### config.mk
export PLATFORM = sky130hd
export DESIGN_NAME = text_encoding_detector_unit
export DESIGN_NICKNAME = d
export VERILOG_FILES = /design/src/rtl/core/ted_pkg.sv /design/src/rtl/core/ted_front.sv /design/src/rtl/core/ted_queue.sv /design/src/rtl/core/ted_back.sv /design/src/rtl/core/text_encoding_detector_unit.sv
export VERILOG_INCLUDE_DIRS = /design/src /design/src/rtl/core
export SDC_FILE = /design/constraint.sdc
export NUM_CORES = 1
export LEC_CHECK = 0
export BUFFER_PORTS_ARGS = -buffer_cell sky130_fd_sc_hd__buf_2
export CAP_MARGIN = 20
export CELL_PAD_IN_SITES_DETAIL_PLACEMENT = 1
export CELL_PAD_IN_SITES_GLOBAL_PLACEMENT = 1
export CORE_MARGIN = 2
export CORE_UTILIZATION = 50
export CTS_BUF_LIST = sky130_fd_sc_hd__clkbuf_4 sky130_fd_sc_hd__clkbuf_8
export CTS_CLUSTER_DIAMETER = 150
export DETAILED_ROUTE_END_ITERATION = 16
export GPL_TIMING_DRIVEN = 0
export PLACE_DENSITY_LB_ADDON = 0.2
export SYNTH_ARGS = -nofsm -noshare
export SYNTH_HDL_FRONTEND = slang
export SYNTH_SLANG_ARGS = --single-unit
export TNS_END_PERCENT = 5
### constraint.sdc
create_clock -name i_clk -period 2.4 [get_ports i_clk]
set_input_delay 0.24 -clock i_clk [delete_from_list [all_inputs] [get_ports i_clk]]
set_output_delay 0.24 -clock i_clk [all_outputs]
set_load 0.03 [all_outputs]
### src/rtl/core/assert_macros.svh
// Assertion helpers shared by the core RTL.
`ifndef ASSERT_MACROS_SVH
`define ASSERT_MACROS_SVH

// Clocked check, switched off while reset is held.
`define ASSERT_SYNC(lbl, clk, rst_n, prop, msg) \
    lbl: assert property (@(posedge clk) disable iff (!rst_n) prop) else $error(msg);

// Clocked check that also holds across reset.
`define ASSERT_ALWAYS(lbl, clk, prop, msg) \
    lbl: assert property (@(posedge clk) prop) else $error(msg);

`endif

### src/rtl/core/ted_pkg.sv
// ----------------------------------------------------------------------------
// ted_pkg
// Types and constants for the text encoding detector: payload structs, the
// per-byte class record passed from front to back, and code point limits.
// ----------------------------------------------------------------------------
`default_nettype none

package ted_pkg;

    localparam int QUEUE_DEPTH = 2;

    // verdict codes
    localparam logic ENC_UTF8 = 1'b0;
    localparam logic ENC_SJIS = 1'b1;

    // byte order mark codes
    localparam logic [1:0] BOM_NONE  = 2'd0;
    localparam logic [1:0] BOM_UTF8  = 2'd1;
    localparam logic [1:0] BOM_UTF16 = 2'd2;

    // code point limits
    localparam logic [20:0] CP_MIN_2   = 21'h00080;
    localparam logic [20:0] CP_MIN_3   = 21'h00800;
    localparam logic [20:0] CP_MIN_4   = 21'h10000;
    localparam logic [20:0] CP_MAX     = 21'h10FFFF;
    localparam logic [20:0] CP_SUR_LO  = 21'h0D800;
    localparam logic [20:0] CP_SUR_HI  = 21'h0DFFF;

    // byte order mark patterns
    localparam logic [15:0] LEAD_UTF8_BOM = 16'hEFBB;
    localparam logic [7:0]  UTF8_BOM_3RD  = 8'hBF;
    localparam logic [15:0] LEAD_UTF16_LE = 16'hFFFE;
    localparam logic [15:0] LEAD_UTF16_BE = 16'hFEFF;

    typedef struct packed {
        logic [7:0] data_byte;
        logic       last_byte;
    } t_in;

    typedef struct packed {
        logic       encoding;
        logic       utf8_ok;
        logic       sjis_ok;
        logic       ascii_only;
        logic [1:0] bom_kind;
    } t_out;

    // one classified byte
    typedef struct packed {
        logic [7:0] data_byte;
        logic       last_byte;
        logic [2:0] need;       // UTF-8 sequence length, 0 for an illegal lead
        logic [7:0] lead_part;  // payload bits of a multi-byte lead
        logic       is_cont;    // 10xxxxxx
        logic       sj_single;
        logic       sj_lead;
        logic       sj_trail;
    } t_cls;

endpackage

`default_nettype wire

### src/rtl/core/ted_front.sv
// ----------------------------------------------------------------------------
// ted_front
// Input stage: accepts bytes and classifies each one for the UTF-8 and
// Shift-JIS checks, holding the result in a register for the queue.
// ----------------------------------------------------------------------------
`default_nettype none

module ted_front (
    input  wire logic          i_clk,
    input  wire logic          i_rst_n,
    input  wire logic          i_valid,
    output logic               o_ready,
    input  wire ted_pkg::t_in  i_data,
    output logic               o_cls_valid,
    input  wire logic          i_cls_ready,
    output ted_pkg::t_cls      o_cls
);

    logic          r_valid;
    ted_pkg::t_cls r_cls;
    ted_pkg::t_cls n_cls;
    logic [7:0]    w_b;

    assign w_b = i_data.data_byte;

    always_comb begin
        n_cls           = '0;
        n_cls.data_byte = w_b;
        n_cls.last_byte = i_data.last_byte;
        priority if (!w_b[7]) begin
            n_cls.need = 3'd1;
        end else if (w_b[7:5] == 3'b110) begin
            n_cls.need      = 3'd2;
            n_cls.lead_part = {3'b000, w_b[4:0]};
        end else if (w_b[7:4] == 4'b1110) begin
            n_cls.need      = 3'd3;
            n_cls.lead_part = {4'b0000, w_b[3:0]};
        end else if (w_b[7:3] == 5'b11110) begin
            n_cls.need      = 3'd4;
            n_cls.lead_part = {5'b00000, w_b[2:0]};
        end else begin
            n_cls.need = 3'd0;
        end
        n_cls.is_cont   = (w_b[7:6] == 2'b10);
        n_cls.sj_single = (w_b <= 8'h7F) || (w_b >= 8'hA1 && w_b <= 8'hDF);
        n_cls.sj_lead   = (w_b >= 8'h81 && w_b <= 8'h9F) || (w_b >= 8'hE0 && w_b <= 8'hFC);
        n_cls.sj_trail  = (w_b >= 8'h40 && w_b <= 8'h7E) || (w_b >= 8'h80 && w_b <= 8'hFC);
    end

    assign o_ready     = !r_valid || i_cls_ready;
    assign o_cls_valid = r_valid;
    assign o_cls       = r_cls;

    always_ff @(posedge i_clk) begin
        if (!i_rst_n) begin
            r_valid <= 1'b0;
        end else if (o_ready) begin
            r_valid <= i_valid;
        end
    end

    always_ff @(posedge i_clk) begin
        if (i_valid && o_ready) begin
            r_cls <= n_cls;
        end
    end

endmodule

`default_nettype wire

### src/rtl/core/ted_queue.sv
// ----------------------------------------------------------------------------
// ted_queue
// Short FIFO of classified bytes between the front and back stages.
// ----------------------------------------------------------------------------
`default_nettype none

module ted_queue #(
    parameter int DEPTH = ted_pkg::QUEUE_DEPTH
) (
    input  wire logic           i_clk,
    input  wire logic           i_rst_n,
    input  wire logic           i_valid,
    output logic                o_ready,
    input  wire ted_pkg::t_cls  i_cls,
    output logic                o_valid,
    input  wire logic           i_ready,
    output ted_pkg::t_cls       o_cls
);

    localparam int PW = (DEPTH > 1) ? $clog2(DEPTH) : 1;
    localparam int CW = $clog2(DEPTH + 1);
    localparam logic [PW-1:0] LAST_SLOT = PW'(DEPTH - 1);
    localparam logic [CW-1:0] FULL      = CW'(DEPTH);

    ted_pkg::t_cls r_mem [DEPTH];
    logic [PW-1:0] r_wr;
    logic [PW-1:0] r_rd;
    logic [CW-1:0] r_count;
    logic          w_push;
    logic          w_pop;

    assign o_ready = (r_count != FULL);
    assign o_valid = (r_count != '0);
    assign o_cls   = r_mem[r_rd];
    assign w_push  = i_valid && o_ready;
    assign w_pop   = o_valid && i_ready;

    always_ff @(posedge i_clk) begin
        if (!i_rst_n) begin
            r_wr    <= '0;
            r_rd    <= '0;
            r_count <= '0;
        end else begin
            if (w_push) begin
                r_wr <= (r_wr == LAST_SLOT) ? '0 : r_wr + PW'(1);
            end
            if (w_pop) begin
                r_rd <= (r_rd == LAST_SLOT) ? '0 : r_rd + PW'(1);
            end
            unique case ({w_push, w_pop})
                2'b10:   r_count <= r_count + CW'(1);
                2'b01:   r_count <= r_count - CW'(1);
                default: r_count <= r_count;
            endcase
        end
    end

    always_ff @(posedge i_clk) begin
        if (w_push) begin
            r_mem[r_wr] <= i_cls;
        end
    end

endmodule

`default_nettype wire

### src/rtl/core/ted_back.sv
// ----------------------------------------------------------------------------
// ted_back
// Check stage: runs the UTF-8, Shift-JIS, ASCII and BOM trackers over the
// classified bytes and registers the verdict on the last byte of a buffer.
// ----------------------------------------------------------------------------
`default_nettype none

module ted_back (
    input  wire logic           i_clk,
    input  wire logic           i_rst_n,
    input  wire logic           i_cls_valid,
    output logic                o_cls_ready,
    input  wire ted_pkg::t_cls  i_cls,
    output logic                o_valid,
    input  wire logic           i_ready,
    output ted_pkg::t_out       o_data
);

    logic [1:0]    r_pos,   n_pos;
    logic [15:0]   r_lead,  n_lead;
    logic          r_ascii, n_ascii;
    logic          r_uflag, n_uflag;
    logic [1:0]    r_uleft, n_uleft;
    logic [2:0]    r_ulen,  n_ulen;
    logic [20:0]   r_upart, n_upart;
    logic          r_upend, n_upend;
    logic          r_sflag, n_sflag;
    logic          r_swant, n_swant;
    logic          r_out_valid;
    ted_pkg::t_out r_out;
    ted_pkg::t_out n_out;

    logic          w_take;
    logic          w_done;
    logic          w_bad;
    logic [7:0]    w_b;

    assign w_b         = i_cls.data_byte;
    // a non-final byte never touches the output register
    assign o_cls_ready = !i_cls.last_byte || !r_out_valid || i_ready;
    assign w_take      = i_cls_valid && o_cls_ready;
    assign w_done      = w_take && i_cls.last_byte;

    always_comb begin
        n_pos   = (r_pos == 2'd3) ? 2'd3 : r_pos + 2'd1;
        n_lead  = r_lead;
        n_ascii = r_ascii && !w_b[7];
        n_uflag = r_uflag;
        n_uleft = r_uleft;
        n_ulen  = r_ulen;
        n_upart = r_upart;
        n_upend = r_upend;
        n_sflag = r_sflag;
        n_swant = r_swant;
        w_bad   = 1'b0;

        unique case (r_pos)
            2'd0: n_lead = {w_b, 8'h00};
            2'd1: n_lead = {r_lead[15:8], w_b};
            2'd2: begin
                if (r_lead == ted_pkg::LEAD_UTF8_BOM && w_b != ted_pkg::UTF8_BOM_3RD) begin
                    n_lead = '0;
                end
            end
            default: n_lead = r_lead;
        endcase

        // UTF-8 tracker
        if (r_uleft != 2'd0) begin
            n_upend = r_upend || !i_cls.is_cont;
            n_upart = {r_upart[14:0], w_b[5:0]};
            n_uleft = 2'(r_uleft - 2'd1);
            if (n_uleft == 2'd0) begin
                w_bad = n_upend
                     || (r_ulen == 3'd2 && n_upart < ted_pkg::CP_MIN_2)
                     || (r_ulen == 3'd3 && n_upart < ted_pkg::CP_MIN_3)
                     || (r_ulen == 3'd4 && n_upart < ted_pkg::CP_MIN_4)
                     || (n_upart > ted_pkg::CP_MAX)
                     || (n_upart >= ted_pkg::CP_SUR_LO && n_upart <= ted_pkg::CP_SUR_HI);
                if (w_bad) begin
                    n_uflag = 1'b0;
                end
                n_upend = 1'b0;
                n_upart = '0;
                n_ulen  = '0;
            end
        end else if (i_cls.need == 3'd0) begin
            n_uflag = 1'b0;
        end else if (i_cls.need != 3'd1) begin
            n_ulen  = i_cls.need;
            n_uleft = 2'(i_cls.need - 3'd1);
            n_upart = {13'd0, i_cls.lead_part};
            n_upend = 1'b0;
        end

        // Shift-JIS tracker
        priority if (r_swant) begin
            if (!i_cls.sj_trail) begin
                n_sflag = 1'b0;
            end
            n_swant = 1'b0;
        end else if (i_cls.sj_single) begin
            n_swant = 1'b0;
        end else if (i_cls.sj_lead) begin
            n_swant = 1'b1;
        end else begin
            n_sflag = 1'b0;
        end

        n_out.utf8_ok    = n_uflag;
        n_out.sjis_ok    = n_sflag;
        n_out.ascii_only = n_ascii;
        priority if (n_pos == 2'd3 && n_lead == ted_pkg::LEAD_UTF8_BOM) begin
            n_out.bom_kind = ted_pkg::BOM_UTF8;
        end else if (n_pos >= 2'd2 && (n_lead == ted_pkg::LEAD_UTF16_LE
                                    || n_lead == ted_pkg::LEAD_UTF16_BE)) begin
            n_out.bom_kind = ted_pkg::BOM_UTF16;
        end else begin
            n_out.bom_kind = ted_pkg::BOM_NONE;
        end
        n_out.encoding = (n_out.bom_kind == ted_pkg::BOM_NONE && !n_ascii && !n_uflag
                          && n_sflag) ? ted_pkg::ENC_SJIS : ted_pkg::ENC_UTF8;
    end

    always_ff @(posedge i_clk) begin
        if (!i_rst_n || w_done) begin
            // clear all trackers on reset and after the final byte
            r_pos   <= '0;
            r_lead  <= '0;
            r_ascii <= 1'b1;
            r_uflag <= 1'b1;
            r_uleft <= '0;
            r_ulen  <= '0;
            r_upart <= '0;
            r_upend <= 1'b0;
            r_sflag <= 1'b1;
            r_swant <= 1'b0;
        end else if (w_take) begin
            r_pos   <= n_pos;
            r_lead  <= n_lead;
            r_ascii <= n_ascii;
            r_uflag <= n_uflag;
            r_uleft <= n_uleft;
            r_ulen  <= n_ulen;
            r_upart <= n_upart;
            r_upend <= n_upend;
            r_sflag <= n_sflag;
            r_swant <= n_swant;
        end
    end

    always_ff @(posedge i_clk) begin
        if (!i_rst_n) begin
            r_out_valid <= 1'b0;
        end else if (w_done) begin
            r_out_valid <= 1'b1;
        end else if (i_ready) begin
            r_out_valid <= 1'b0;
        end
    end

    always_ff @(posedge i_clk) begin
        if (w_done) begin
            r_out <= n_out;
        end
    end

    assign o_valid = r_out_valid;
    assign o_data  = r_out;

endmodule

`default_nettype wire

### src/rtl/core/text_encoding_detector_unit.sv
// ----------------------------------------------------------------------------
// text_encoding_detector_unit
// Classifies a byte buffer as UTF-8 or Shift-JIS and reports the checks.
// ----------------------------------------------------------------------------
// Bytes stream in one per cycle while o_ready is high, with last_byte set
// on the final one; a single verdict comes out for each buffer, nothing
// for the other bytes. Throughput is one byte per clock when neither side
// stalls, set by the tracker update in the check stage. The verdict passes
// through the input register, then the queue, then the output register,
// and waits there if the output is stalled. All trackers clear once the
// final byte has been checked, so the next buffer may follow straight
// away.
`default_nettype none

`include "assert_macros.svh"

module text_encoding_detector_unit #(
    parameter int QUEUE_DEPTH = ted_pkg::QUEUE_DEPTH
) (
    input  wire logic          i_clk,
    input  wire logic          i_rst_n,
    input  wire logic          i_valid,
    output logic               o_ready,
    input  wire ted_pkg::t_in  i_data,
    output logic               o_valid,
    input  wire logic          i_ready,
    output ted_pkg::t_out      o_data
);

    logic          w_f_valid;
    logic          w_f_ready;
    ted_pkg::t_cls w_f_cls;
    logic          w_q_valid;
    logic          w_q_ready;
    ted_pkg::t_cls w_q_cls;

    ted_front u_front (
        .i_clk       (i_clk),
        .i_rst_n     (i_rst_n),
        .i_valid     (i_valid),
        .o_ready     (o_ready),
        .i_data      (i_data),
        .o_cls_valid (w_f_valid),
        .i_cls_ready (w_f_ready),
        .o_cls       (w_f_cls)
    );

    ted_queue #(
        .DEPTH (QUEUE_DEPTH)
    ) u_queue (
        .i_clk   (i_clk),
        .i_rst_n (i_rst_n),
        .i_valid (w_f_valid),
        .o_ready (w_f_ready),
        .i_cls   (w_f_cls),
        .o_valid (w_q_valid),
        .i_ready (w_q_ready),
        .o_cls   (w_q_cls)
    );

    ted_back u_back (
        .i_clk       (i_clk),
        .i_rst_n     (i_rst_n),
        .i_cls_valid (w_q_valid),
        .o_cls_ready (w_q_ready),
        .i_cls       (w_q_cls),
        .o_valid     (o_valid),
        .i_ready     (i_ready),
        .o_data      (o_data)
    );

    `ASSERT_ALWAYS(a_no_out_after_rst, i_clk, !i_rst_n |=> !o_valid, "result valid after reset")
    `ASSERT_SYNC(a_bom_code, i_clk, i_rst_n,
        o_valid |-> (o_data.bom_kind == ted_pkg::BOM_NONE || o_data.bom_kind == ted_pkg::BOM_UTF8
            || o_data.bom_kind == ted_pkg::BOM_UTF16),
        "bad bom code")
    `ASSERT_SYNC(a_sjis_verdict, i_clk, i_rst_n,
        o_valid && o_data.encoding == ted_pkg::ENC_SJIS |-> !o_data.utf8_ok && o_data.sjis_ok
            && !o_data.ascii_only && o_data.bom_kind == ted_pkg::BOM_NONE,
        "inconsistent verdict")
    `ASSERT_SYNC(a_ascii_passes, i_clk, i_rst_n,
        o_valid && o_data.ascii_only |-> o_data.utf8_ok && o_data.sjis_ok,
        "ascii buffer failed a check")

endmodule

`default_nettype wire

==> flow_metrics.env <==
export IMPL_p_switching_mw=2.305
export IMPL_final_common_cell="edfxtp_1"
export IMPL_netlist_area_leader_share_pct=43.11
export IMPL_power_share_sequential_pct=42.5
export IMPL_syn2layout_area_growth_pct=17.16
export IMPL_core_area_sq_um=9284
export IMPL_power_clock_fraction_pct=26.2
export IMPL_numPortBuffers=20
export IMPL_cts_tree="built"
export IMPL_setup_tns_ns=0
export IMPL_antenna_found_initial=0
export IMPL_status="complete, no violations"
export IMPL_dr_pass1_iters=4
export IMPL_worstMarginPinSlew_ns=0.9949
export IMPL_synth_edff_count=69
export IMPL_fin_crit_ns=2.342
export IMPL_wl_per_cell_um=19.66
export IMPL_hpwl_um=7818
export IMPL_cts_buffers=17
export IMPL_power_leakage_nw=1.950
export IMPL_layout_nets=465
export IMPL_synthTopCellsByArea="edfxtp_1, dfxtp_1, nor2_1"
export IMPL_slew_headroom_pct=33.67
export IMPL_clkTransAtPathRegs_ns=0.08
export IMPL_r2r_setup_slack_ns=0.06
export IMPL_yosysUniqueCellTypes=56
export IMPL_cp_data_arrival_time_ns=2.68
export IMPL_rows=35
export IMPL_setup_viol=0
export IMPL_ys_ff_latch=119
export IMPL_combPwrFrac_pct=31.3
export IMPL_yosys_warnings=0
export IMPL_yosysSeqAreaShare_pct=63.94
export IMPL_worstRegToRegCells=11
export IMPL_finalMaxSlewViolations=0
export IMPL_seq_area_sq_um=3074
export IMPL_synth_area_sq_um=4806
export IMPL_synthCells=399
export IMPL_cellPowerDensity_nw_per_um2=1140
export IMPL_route_detailed_drc=0
export IMPL_grt_pass1_wl_um=18090
export IMPL_fin_hold_ws_ns=0.04269
export IMPL_grt_max_degree=22
export IMPL_cp_end_kind="flip-flop"
export IMPL_fin_crit_sh_pct=97.59
export IMPL_place_area_sq_um=5085
export IMPL_clkLatencyLatePin_ns=0.42
export IMPL_clkSinkCount=119
export IMPL_drt_iter0_drc=157
export IMPL_critPathLaunchType="flip-flop"
export IMPL_layout_common_cells="edfxtp_1, dfxtp_1, nor2_1"
export IMPL_worstSetupPathType="flip-flop to flip-flop"
export IMPL_hold_class="primary input to flip-flop"
export IMPL_ys_flop_type="edfxtp_1"
export IMPL_synthArstFlopShare_pct=0
export IMPL_die_h_um=102.0
export IMPL_timing_rr_end="u_back.r_upart[4]"
export IMPL_routed_via_density=5.758
export IMPL_hold_viol_final=0
export IMPL_p_sw_share_pct=35.93
export IMPL_synth_fp_nets=415
export IMPL_fmax_mhz=427.0
export IMPL_syn_avg_cell_area_sq_um=12.04
export IMPL_io_pins=21
export IMPL_yosysTopAreaCell="edfxtp_1"
export IMPL_place_congestion=0.8166
export IMPL_grt_pass1_vias=3479
export IMPL_nFillCells=964
export IMPL_antennaDiodeCount=0
export IMPL_via_count=3403
export IMPL_hp_start="i_data[1]"
export IMPL_stdcell_count=591
export IMPL_p_int_mw=4.111
export IMPL_hold_end="u_front.o_cls[16]"
export IMPL_worstPathRequired_ns=2.73
export IMPL_wl_um=11620
export IMPL_start_util_pct=51.77
export IMPL_dieWidth_um=102.0
export IMPL_ctsHtreeMaxLevel=4
export IMPL_multi_input_area_sq_um=1675
export IMPL_whs_path_depth=1
export IMPL_stdcell_area_sq_um=5630
export IMPL_cp_max_fo=10
export IMPL_cts_root_buffer="clkbuf_8"
export IMPL_grt_overflow_total=0
export IMPL_dp_cells=549
export IMPL_detail_route_antenna_nets=0
export IMPL_ir_worst_vdd_mv=0.5994
export IMPL_power_mw=6.416
export IMPL_grt_total_usage_pct=23.74
export IMPL_drive_gt1_share_pct=20.13
export IMPL_cap_violations=0
export IMPL_finClkSkew_ns=0.01204
export IMPL_cts_path_max_buffers=2
export IMPL_die_area_sq_um=10410
==> critical path: stages (launching register included) <==
cell and delay, ns:
dfxtp_2 0.34, buf_6 0.15, buf_12 0.16, buf_12 0.14, mux2i_4 0.33, ha_2 0.25
o211ai_1 0.10, buf_4 0.20, o21ai_4 0.19, buf_6 0.14, a221oi_1 0.05, nor3_1 0.20
==> cell usage after synthesis (2+ instances only) <==
cell	n
mux2_2	9
xnor2_1	5
nor2_1	40
a21boi_0	2
dfxtp_1	50
and3_1	2
o31ai_1	2
a221oi_1	6
o21ai_0	14
nand4_1	4
nor3b_1	2
inv_1	9
a31oi_1	3
a21oi_1	22
edfxtp_1	69
o2bb2ai_1	4
a22oi_1	10
clkbuf_1	10
mux2i_1	9
ha_1	3
nor4_1	4
a22o_1	6
and4b_1	2
nand2_1	31
and2_1	15
nand3b_1	2
buf_2	3
o211ai_1	4
nor2b_1	2
nand2b_1	5
o22ai_1	2
o21ai_2	2
a32o_1	3
nor3_1	15
nand3_1	7
==> worst max path at each step <==
stage	start	depth (start not counted)	end	slack, ns
floorplan	flip-flop	9	u_back.r_uleft[1]	0.22
global placement	flip-flop	10	u_back.r_upart[14]	-0.28
detailed placement	flip-flop	10	u_back.r_upart[10]	-0.40
CTS	flip-flop	11	u_back.r_upart[4]	0.01
global route	flip-flop	7	u_back.o_data[5]	-0.03
finish	flip-flop	11	u_back.r_upart[4]	0.06
==> sequential cells by signal, summed over array words and instances (netlist names), named ones only <==
register,count
u_back.o_data,6
u_back.o_valid,1
u_back.r_ascii,1
u_back.r_lead,16
u_back.r_pos,2
u_back.r_sflag,1
u_back.r_swant,1
u_back.r_uflag,1
u_back.r_uleft,2
u_back.r_ulen,3
u_back.r_upart,15
u_back.r_upend,1
u_front.o_cls,21
u_front.o_cls_valid,1
u_queue.r_count,2
u_queue.r_mem,42
u_queue.r_rd,1
u_queue.r_wr,1
==> through the flow <==
step	utilization (%)	setup WS, ns
final	60.65	0.05793
after CTS	59.68	0.01261
after floorplan	-	0.2152
after global routing	60.65	-0.03165
after global placement	54.58	-0.2820
after detailed placement	54.77	-0.4022
==> repair_timing <==
| item | in CTS | in global routing |
|---|---|---|
| setup buffers | 2 | 6 |
| endpoints found under the setup margin | 24 | 26 |
| pin swaps | 2 | 5 |
| hold buffers | 2 | 0 |
| endpoints found under the hold margin | 2 | 0 |
| resized for setup | 11 | 11 |
==> cell type report <==
class                           instances  share of cell area [%]
Buffer                                 15                   1.889
Tap cell                              129                   2.867
Inverter                               11                  0.7778
Sequential cell                       119                   54.60
Clock buffer                           18                   4.289
Clock inverter                         14                   2.289
Timing Repair Buffer                   31                   3.533
Multi-Input combinational cell        254                   29.76
==> layer usage <==
metal  routed length (um)  vias up  GRT usage (%)
met5                    0        -              0
met3                  476       16          6.430
met4                  174        0          9.333
li1                     -     1596              -
met2                 6069       89          40.99
met1                 4896     1702          28.33
==> kinds of logic (layout without fill, tap and decap cells) <==
family,count (synthesis),count (layout),share of synthesized area [%]
AND/OR/NAND/NOR,136,136,13.98
flip-flops,119,119,63.94
AO/OA/AOI/OAI,90,90,13.23
buffers and inverters,26,89,2.395
multiplexers,20,20,4.764
XOR/XNOR,5,5,0.9112
adder cells (fa/ha/maj),3,3,0.7811
==> power groups by stage <==
stage	clock [mW]	sequential [mW]	combinational (mW)
finish	1.68	2.73	2.01
global route	1.81	2.76	2.17
CTS	1.71	2.72	1.86
detailed placement	0	2.76	1.75
global placement	0	2.73	1.67
floorplan	0	2.76	1.21
Power figures use the tool's default switching activity.
